## src/rtl/sdp_pkg.sv

```systemverilog
// ----------------------------------------------------------------------------
// sdp_pkg
// Shared types, codes and a helper function for the step/direction pulse
// generator.
// ----------------------------------------------------------------------------
package sdp_pkg;

  localparam int unsigned PaddrWidth = 5;
  localparam int unsigned PdataWidth = 32;

  localparam logic [19:0] PeriodCap = 20'd1000000;

  // Function codes of an input beat.
  localparam logic [2:0] FUNC_TICK     = 3'd0;
  localparam logic [2:0] FUNC_ABSOLUTE = 3'd1;
  localparam logic [2:0] FUNC_RELATIVE = 3'd2;
  localparam logic [2:0] FUNC_STOP     = 3'd3;
  localparam logic [2:0] FUNC_LOAD     = 3'd4;

  // Motion sign codes.
  localparam logic [1:0] SIGN_NONE = 2'd0;
  localparam logic [1:0] SIGN_FWD  = 2'd1;
  localparam logic [1:0] SIGN_REV  = 2'd2;

  // Configuration register indexes.
  localparam logic [2:0] REG_DIR_SETUP      = 3'd0;
  localparam logic [2:0] REG_REVERSE_IDLE   = 3'd1;
  localparam logic [2:0] REG_PULSE_LOW      = 3'd2;
  localparam logic [2:0] REG_DEFAULT_PERIOD = 3'd3;
  localparam logic [2:0] REG_MIN_PERIOD     = 3'd4;

  // Configuration reset values.
  localparam logic [15:0] DirSetupReset      = 16'd100;
  localparam logic [15:0] ReverseIdleReset   = 16'd1000;
  localparam logic [7:0]  PulseLowReset      = 8'd5;
  localparam logic [19:0] DefaultPeriodReset = 20'd1000;
  localparam logic [19:0] MinPeriodReset     = 20'd100;

  typedef struct packed {
    logic [2:0]         func;
    logic signed [31:0] step_value;
    logic [19:0]        period_request;
  } in_item_t;

  typedef struct packed {
    logic               step_line_n;
    logic               dir_line;
    logic signed [31:0] position_now;
    logic               moving;
  } out_item_t;

  typedef struct packed {
    logic [15:0] dir_setup_ticks;
    logic [15:0] reverse_idle_ticks;
    logic [7:0]  pulse_low_ticks;
    logic [19:0] default_period_ticks;
    logic [19:0] min_period_ticks;
  } cfg_t;

  // Picks the step period for a start from idle.
  function automatic logic [19:0] choose_period(logic [19:0] req, logic [19:0] dflt,
                                                logic [19:0] min_p);
    logic [19:0] p;
    p = (req == 20'd0) ? dflt : req;
    if (p < min_p) p = min_p;
    if (p == 20'd0) p = 20'd1;
    if (p > PeriodCap) p = PeriodCap;
    return p;
  endfunction

endpackage

```

## src/rtl/sdp_cfg.sv

```systemverilog
// ----------------------------------------------------------------------------
// sdp_cfg
// APB-style configuration register file for the pulse generator timing.
// ----------------------------------------------------------------------------
module sdp_cfg (
  input  logic                            clk_i,
  input  logic                            rst_ni,
  input  logic                            psel,
  input  logic                            penable,
  input  logic                            pwrite,
  input  logic [sdp_pkg::PaddrWidth-1:0]  paddr,
  input  logic [sdp_pkg::PdataWidth-1:0]  pwdata,
  output logic [sdp_pkg::PdataWidth-1:0]  prdata,
  output logic                            pready,
  output sdp_pkg::cfg_t                   cfg_o
);

  sdp_pkg::cfg_t cfg_q;
  logic [2:0]    reg_idx;
  logic          wr_en;

  assign reg_idx = paddr[4:2];
  assign wr_en   = psel && penable && pwrite;
  assign pready  = 1'b1;
  assign cfg_o   = cfg_q;

  always_ff @(posedge clk_i or negedge rst_ni) begin
    if (!rst_ni) begin
      cfg_q.dir_setup_ticks      <= sdp_pkg::DirSetupReset;
      cfg_q.reverse_idle_ticks   <= sdp_pkg::ReverseIdleReset;
      cfg_q.pulse_low_ticks      <= sdp_pkg::PulseLowReset;
      cfg_q.default_period_ticks <= sdp_pkg::DefaultPeriodReset;
      cfg_q.min_period_ticks     <= sdp_pkg::MinPeriodReset;
    end else if (wr_en) begin
      case (reg_idx)
        sdp_pkg::REG_DIR_SETUP:      cfg_q.dir_setup_ticks      <= pwdata[15:0];
        sdp_pkg::REG_REVERSE_IDLE:   cfg_q.reverse_idle_ticks   <= pwdata[15:0];
        sdp_pkg::REG_PULSE_LOW:      cfg_q.pulse_low_ticks      <= pwdata[7:0];
        sdp_pkg::REG_DEFAULT_PERIOD: cfg_q.default_period_ticks <= pwdata[19:0];
        sdp_pkg::REG_MIN_PERIOD:     cfg_q.min_period_ticks     <= pwdata[19:0];
        default: ;
      endcase
    end
  end

  always_comb begin
    case (reg_idx)
      sdp_pkg::REG_DIR_SETUP:      prdata = {16'd0, cfg_q.dir_setup_ticks};
      sdp_pkg::REG_REVERSE_IDLE:   prdata = {16'd0, cfg_q.reverse_idle_ticks};
      sdp_pkg::REG_PULSE_LOW:      prdata = {24'd0, cfg_q.pulse_low_ticks};
      sdp_pkg::REG_DEFAULT_PERIOD: prdata = {12'd0, cfg_q.default_period_ticks};
      sdp_pkg::REG_MIN_PERIOD:     prdata = {12'd0, cfg_q.min_period_ticks};
      default:                     prdata = '0;
    endcase
  end

endmodule

```

## src/rtl/sdp_core.sv

```systemverilog
// ----------------------------------------------------------------------------
// sdp_core
// Motion state and the single-pass update that handles one tick or command.
// ----------------------------------------------------------------------------
module sdp_core (
  input  logic                clk_i,
  input  logic                rst_ni,
  input  logic                fire_i,
  input  sdp_pkg::in_item_t   item_i,
  input  sdp_pkg::cfg_t       cfg_i,
  output sdp_pkg::out_item_t  result_o
);

  logic [31:0] position_q, position_d;
  logic [31:0] target_q, target_d;
  logic        running_q, running_d;
  logic [1:0]  sign_q, sign_d;
  logic        dir_q, dir_d;
  logic [15:0] guard_q, guard_d;
  logic [19:0] reload_q, reload_d;
  logic [19:0] period_q, period_d;
  logic [7:0]  pulse_q, pulse_d;

  logic [31:0] val;
  logic [31:0] delta;
  logic [1:0]  want;
  logic        level;
  logic        start;
  logic [19:0] new_period;

  assign val        = item_i.step_value;
  assign new_period = sdp_pkg::choose_period(item_i.period_request,
                                             cfg_i.default_period_ticks,
                                             cfg_i.min_period_ticks);

  always_comb begin
    position_d = position_q;
    target_d   = target_q;
    running_d  = running_q;
    sign_d     = sign_q;
    dir_d      = dir_q;
    guard_d    = guard_q;
    reload_d   = reload_q;
    period_d   = period_q;
    pulse_d    = pulse_q;
    delta      = target_q - position_q;
    want       = delta[31] ? sdp_pkg::SIGN_REV : sdp_pkg::SIGN_FWD;
    level      = (want == sdp_pkg::SIGN_REV);
    start      = 1'b0;

    case (item_i.func)
      sdp_pkg::FUNC_TICK: begin
        if (guard_q != 16'd0) guard_d = guard_q - 16'd1;
        if (pulse_q != 8'd0) pulse_d = pulse_q - 8'd1;
        if (running_q) begin
          if (period_q > 20'd1) begin
            period_d = period_q - 20'd1;
          end else begin
            period_d = reload_q;
            if (delta == 32'd0) begin
              running_d = 1'b0;
              sign_d    = sdp_pkg::SIGN_NONE;
              pulse_d   = 8'd0;
            end else if (sign_q != want) begin
              guard_d = (level != dir_q) ? cfg_i.reverse_idle_ticks
                                         : cfg_i.dir_setup_ticks;
              pulse_d = 8'd0;
              dir_d   = level;
              sign_d  = want;
            end else if (guard_d == 16'd0) begin
              pulse_d    = cfg_i.pulse_low_ticks;
              position_d = (want == sdp_pkg::SIGN_FWD) ? position_q + 32'd1
                                                       : position_q - 32'd1;
            end
          end
        end
      end
      sdp_pkg::FUNC_ABSOLUTE: begin
        target_d = val;
        start    = 1'b1;
      end
      sdp_pkg::FUNC_RELATIVE: begin
        if (val != 32'd0) begin
          target_d = position_q + val;
          start    = 1'b1;
        end
      end
      sdp_pkg::FUNC_STOP: begin
        target_d  = position_q;
        running_d = 1'b0;
        sign_d    = sdp_pkg::SIGN_NONE;
        pulse_d   = 8'd0;
      end
      sdp_pkg::FUNC_LOAD: begin
        running_d  = 1'b0;
        sign_d     = sdp_pkg::SIGN_NONE;
        pulse_d    = 8'd0;
        position_d = val;
        target_d   = val;
      end
      default: ;
    endcase

    if (start && (target_d != position_q) && !running_q) begin
      running_d = 1'b1;
      sign_d    = sdp_pkg::SIGN_NONE;
      guard_d   = 16'd0;
      reload_d  = new_period;
      period_d  = new_period;
    end
  end

  always_ff @(posedge clk_i or negedge rst_ni) begin
    if (!rst_ni) begin
      position_q <= '0;
      target_q   <= '0;
      running_q  <= 1'b0;
      sign_q     <= sdp_pkg::SIGN_NONE;
      dir_q      <= 1'b1;
      guard_q    <= '0;
      reload_q   <= '0;
      period_q   <= '0;
      pulse_q    <= '0;
    end else if (fire_i) begin
      position_q <= position_d;
      target_q   <= target_d;
      running_q  <= running_d;
      sign_q     <= sign_d;
      dir_q      <= dir_d;
      guard_q    <= guard_d;
      reload_q   <= reload_d;
      period_q   <= period_d;
      pulse_q    <= pulse_d;
    end
  end

  assign result_o.step_line_n  = (pulse_d == 8'd0);
  assign result_o.dir_line     = dir_d;
  assign result_o.position_now = position_d;
  assign result_o.moving       = running_d || (target_d != position_d);

endmodule

```

## src/rtl/step_dir_pulse_generator.sv

```systemverilog
// ----------------------------------------------------------------------------
// step_dir_pulse_generator
// Step/direction pulse generator: one beat per microsecond tick or command,
// one result beat per input beat.
//
//   Channel   Signals                                   Direction
//   input     in_valid_i, in_ready_o, in_item_i         to block
//   output    out_valid_o, out_ready_i, out_item_o      from block
//   config    psel, penable, pwrite, paddr, pwdata,     APB-style, to block
//             prdata, pready
//
// A beat sits in the input register while the motion update runs on it,
// and its result is captured in the output register once that register is
// free, where it is presented until taken. One beat is taken every cycle
// while the output side keeps up. A stalled output holds both registers,
// and the input accepts again as soon as the output beat is taken.
// Reset clears the motion state, loads the register defaults and empties both
// registers.
// ----------------------------------------------------------------------------
module step_dir_pulse_generator (
  input  logic                            clk_i,
  input  logic                            rst_ni,
  input  logic                            in_valid_i,
  output logic                            in_ready_o,
  input  sdp_pkg::in_item_t               in_item_i,
  output logic                            out_valid_o,
  input  logic                            out_ready_i,
  output sdp_pkg::out_item_t              out_item_o,
  input  logic                            psel,
  input  logic                            penable,
  input  logic                            pwrite,
  input  logic [sdp_pkg::PaddrWidth-1:0]  paddr,
  input  logic [sdp_pkg::PdataWidth-1:0]  pwdata,
  output logic [sdp_pkg::PdataWidth-1:0]  prdata,
  output logic                            pready
);

  sdp_pkg::cfg_t      cfg;
  sdp_pkg::in_item_t  item_q;
  sdp_pkg::out_item_t result;
  sdp_pkg::out_item_t out_q;
  logic               item_valid_q;
  logic               out_valid_q;
  logic               fire;

  assign fire        = item_valid_q && (!out_valid_q || out_ready_i);
  assign in_ready_o  = !item_valid_q || fire;
  assign out_valid_o = out_valid_q;
  assign out_item_o  = out_q;

  sdp_cfg u_cfg (
    .clk_i,
    .rst_ni,
    .psel,
    .penable,
    .pwrite,
    .paddr,
    .pwdata,
    .prdata,
    .pready,
    .cfg_o (cfg)
  );

  sdp_core u_core (
    .clk_i,
    .rst_ni,
    .fire_i   (fire),
    .item_i   (item_q),
    .cfg_i    (cfg),
    .result_o (result)
  );

  always_ff @(posedge clk_i or negedge rst_ni) begin
    if (!rst_ni) begin
      item_valid_q <= 1'b0;
      out_valid_q  <= 1'b0;
    end else begin
      if (in_ready_o) begin
        item_valid_q <= in_valid_i;
      end
      if (fire) begin
        out_valid_q <= 1'b1;
      end else if (out_ready_i) begin
        out_valid_q <= 1'b0;
      end
    end
  end

  always_ff @(posedge clk_i) begin
    if (in_ready_o && in_valid_i) begin
      item_q <= in_item_i;
    end
    if (fire) begin
      out_q <= result;
    end
  end

endmodule

```

## config.mk

```make
export PLATFORM = sky130hd
export DESIGN_NAME = step_dir_pulse_generator
export DESIGN_NICKNAME = d
export VERILOG_FILES = /design/src/rtl/sdp_pkg.sv /design/src/rtl/sdp_cfg.sv /design/src/rtl/sdp_core.sv /design/src/rtl/step_dir_pulse_generator.sv
export SDC_FILE = /design/constraint.sdc
export NUM_CORES = 1
export LEC_CHECK = 0
export ABC_AREA = 1
export BUFFER_PORTS_ARGS = -buffer_cell sky130_fd_sc_hd__buf_2
export CAP_MARGIN = 20
export CORE_MARGIN = 1
export CORE_UTILIZATION = 58
export DETAILED_ROUTE_END_ITERATION = 12
export GPL_TIMING_DRIVEN = 0
export PLACE_DENSITY = 0.77
export SETUP_SLACK_MARGIN = 0.02
export SYNTH_ARGS = -nofsm -noshare
export SYNTH_HDL_FRONTEND = slang
export SYNTH_SLANG_ARGS = --single-unit
```

## constraint.sdc

```tcl
create_clock -name clk_i -period 5.7 [get_ports clk_i]
set_clock_uncertainty 0.15 [all_clocks]
set_input_delay 0.855 -clock clk_i [delete_from_list [all_inputs] [get_ports clk_i]]
set_output_delay 0.855 -clock clk_i [all_outputs]
set_load 0.005 [all_outputs]
```

==> impl_metrics.toml <==
[worst_setup_path]
r2r_end = "out_item_o[0]"
crit_top_cell = "nand2_1"
crit_slowest_cell = "dfrtp_1"
crit_arrival_ps = 5730
critPathCaptureType = "register"
crit_path_start_kind = "register"
path_class = "reg -> reg"
cp_max_fo = 10
regToRegSetupSlack_ps = 120
regToRegStartpoint = "u_core.position_q[26]"
worst_ep_required_time_ps = 5850
reg2reg_depth = 32
slowest_delay_ps = 640

[logic_synthesis]
yosys-top-cells-area = "dfrtp_1 (20%), nand2_1 (18%), edfxtp_1 (11%)"
ys_ff_latch = 304
syn_inst = 3750
synthTopCellsByCount = "nand2_1 (1195), inv_1 (524), nor2_1 (318)"
yosysMostFrequentCell = "nand2_1"
synth_edf_count = 90
yosysUniqueCellTypes = 64
async_reset_ff_share_pct = 70.4
avgSynthCellArea_um2 = 6.60
ys_seq_area_share_pct = 32.7
ys.flop_type = "dfrtp_1"
synth_area_leader_cell = "dfrtp_1"
syn-cell-area_um2 = 24800
synth_top_area_share_pct = 19.5
synth_warnings = 0

[timing]
fin_crit_ps = 5580
max_slew_margin_pct = 21.3
final.period_utilization_pct = 97.9
max_freq_ghz = 0.179
hold_ws_ps = 35.7
setup-tns-final_ps = 0
finalSetupViolCount = 0
drv_slew = 0
hold_violations = 0
worstMarginPinSlew_ps = 1170

[die]
rows = 75
die_x_um = 209
coreArea_um2 = 42000
die_area_um2 = 43500
die_y_um = 209
io_pins = 169
initial_core_util_pct = 58.9

[cells_and_area]
area_growth_pct = 13.4
layout.cells.non_filler = 4534
nNetsFinal = 4192
diodes = 0
finalInstanceArea_um2 = 28100
drive_gt1_share_pct = 10.7

[placement]
dp_hpwl_um = 72300
routabilityCongestion = 1.05
dp_cells = 4445
placed_area_um2 = 26300
io_buffers = 140

[cts]
cts_tree = "yes"
insertion_delay_ps = 570
numClockSinks = 304
root_buffer = "clkbuf_16"
clkTransAtPathRegs_ps = 60
cts_buffers = 36
cts.path.max_buffers = 3
htreeDepth = 2
ctsHoldBuffers = 0

[grt]
grt_antenna_before_repair = 1
grt_pass1_vias = 23905
grt_overflow = 0
grt_pass1_wl_um = 138000
grt_use_total_pct = 41.5
grt_max_degree = 88

[pwr]
swShare_pct = 55.3
combPwrFrac_pct = 69.3
peakVddDrop_uv = 989
power_mw = 20.1
power_frac_clock_pct = 11.7
powerDensity_nw_per_um2 = 716
p_int_mw = 8.99
p_leak_nw = 14.4
pwr-share-seq_pct = 19.0
netSwitchingPower_mw = 11.1

[status]
status = "complete, no violations"

[flow_run]
drv_cap = 0

[route]
wirelength_um = 92700
ant_nets = 0
viasPerCell = 5.96
drtIter0Drc = 3654
vias = 27001
dr.pass1.iters = 6
drc_errors = 0
wl_per_cell_um = 20.5

[min_path]
min_path_type = "in -> async"
-- per-layer routing --
metal	vias to the layer above	track usage, %	wire (µm)
met4	2	11.9	2980
met5	-	0	8
met2	1591	58.4	37000
li1	12736	-	-
met3	193	13.1	13500
met1	12479	60.7	39200
-- critical path: cells and delay by family (launching register included) --
kind                       cells  cell delay (ps)
AOI/OAI and AO/OA              6             1260
and+or+nand+nor               20             2030
adders and majority gates      2              630
buffers and inverters          3              410
xor gates and xnor gates       1              140
DFF                            1              640
-- stage by stage --
step,utilization (%),setup WS (ps)
final,66.8,122
after floorplan,-,916
after CTS,65.5,54.7
after global placement,62.3,-906
after detailed placement,62.5,-958
after global routing,66.8,-75.6
-- final cells by class --
class | count | area (µm²)
Buffer | 108 | 562
Clock buffer | 48 | 966
Clock inverter | 18 | 218
Fill cell | 3916 | 14000
Inverter | 544 | 2070
Multi-Input combinational cell | 2805 | 14500
Sequential cell | 304 | 8110
Tap cell | 539 | 674
Timing Repair Buffer | 166 | 981
Timing Repair inverter | 2 | 41.3
-- cells by family after synthesis --
kind of cell,synth area share (%)
AND/OR/NAND/NOR,33.6
buffers and inverters,10.5
AO/OA/AOI/OAI,14.7
flip-flops,32.7
adder cells (fa/ha/maj),6.46
XOR/XNOR,2.05
other,0.0303
-- worst max-delay path by stage --
stage / slack (ps) / start / depth (start not counted) / end
after detailed placement: -960 / u_core.position_q[1] / 31 / out_item_o[0]
after global routing: -80 / u_core.position_q[6] / 33 / out_item_o[0]
final: 120 / u_core.position_q[26] / 32 / out_item_o[0]
after CTS: 50 / u_core.position_q[6] / 31 / out_item_o[0]
after floorplan: 920 / u_core.position_q[2] / 32 / out_item_o[0]
after global placement: -910 / u_core.position_q[1] / 30 / out_item_o[0]
-- state kept, by name, summed over array words and instances, names as in the netlist --
| name | cells |
|---|---|
| u_core.period_q | 20 |
| u_core.pulse_q | 8 |
| out_valid_o | 1 |
| item_valid_q | 1 |
| u_core.position_q | 32 |
| item_q | 55 |
| u_core.dir_q | 1 |
| u_core.target_q | 32 |
| u_core.running_q | 1 |
| u_cfg.cfg_o | 80 |
| u_core.reload_q | 20 |
| u_core.guard_q | 16 |
| u_core.sign_q | 2 |
| out_item_o | 35 |
-- power by group through the flow --
stage | Sequential [mW] | Combinational, mW | Clock, mW
CTS | 3.74 | 12.2 | 2.37
detailed placement | 3.77 | 12.0 | 0
global placement | 3.77 | 11.9 | 0
global route | 3.84 | 15.3 | 2.44
floorplan | 3.43 | 8.99 | 0
finish | 3.82 | 13.9 | 2.36
-- cells in the final DEF (no fill, tap or decap), types with 17 or more instances in the layout --
master / Yosys / final
a21oi_1: 141 / 128
a22oi_1: 31 / 31
buf_2: 23 / 162
buf_4: 22 / 42
clkbuf_1: 57 / 65
clkbuf_16: 0 / 36
dfrtp_1: 193 / 176
dfrtp_2: 0 / 17
dfstp_2: 21 / 21
edfxtp_1: 90 / 90
ha_1: 123 / 108
inv_1: 524 / 522
nand2_1: 1195 / 1185
nand3_1: 293 / 292
nand3b_1: 19 / 19
nand4_1: 80 / 80
nor2_1: 318 / 313
nor3_1: 30 / 30
o211ai_1: 33 / 33
o21ai_0: 265 / 257
o21ai_1: 13 / 18
o22ai_1: 51 / 51
xnor2_1: 19 / 19
xor2_1: 39 / 38
-- repair_timing --
action	in CTS	in global routing
gates cloned	0	3
gates resized for setup	18	92
setup endpoints to repair	35	34
setup buffers	1	20
pin swaps	0	7
Power figures use the tool's default switching activity.
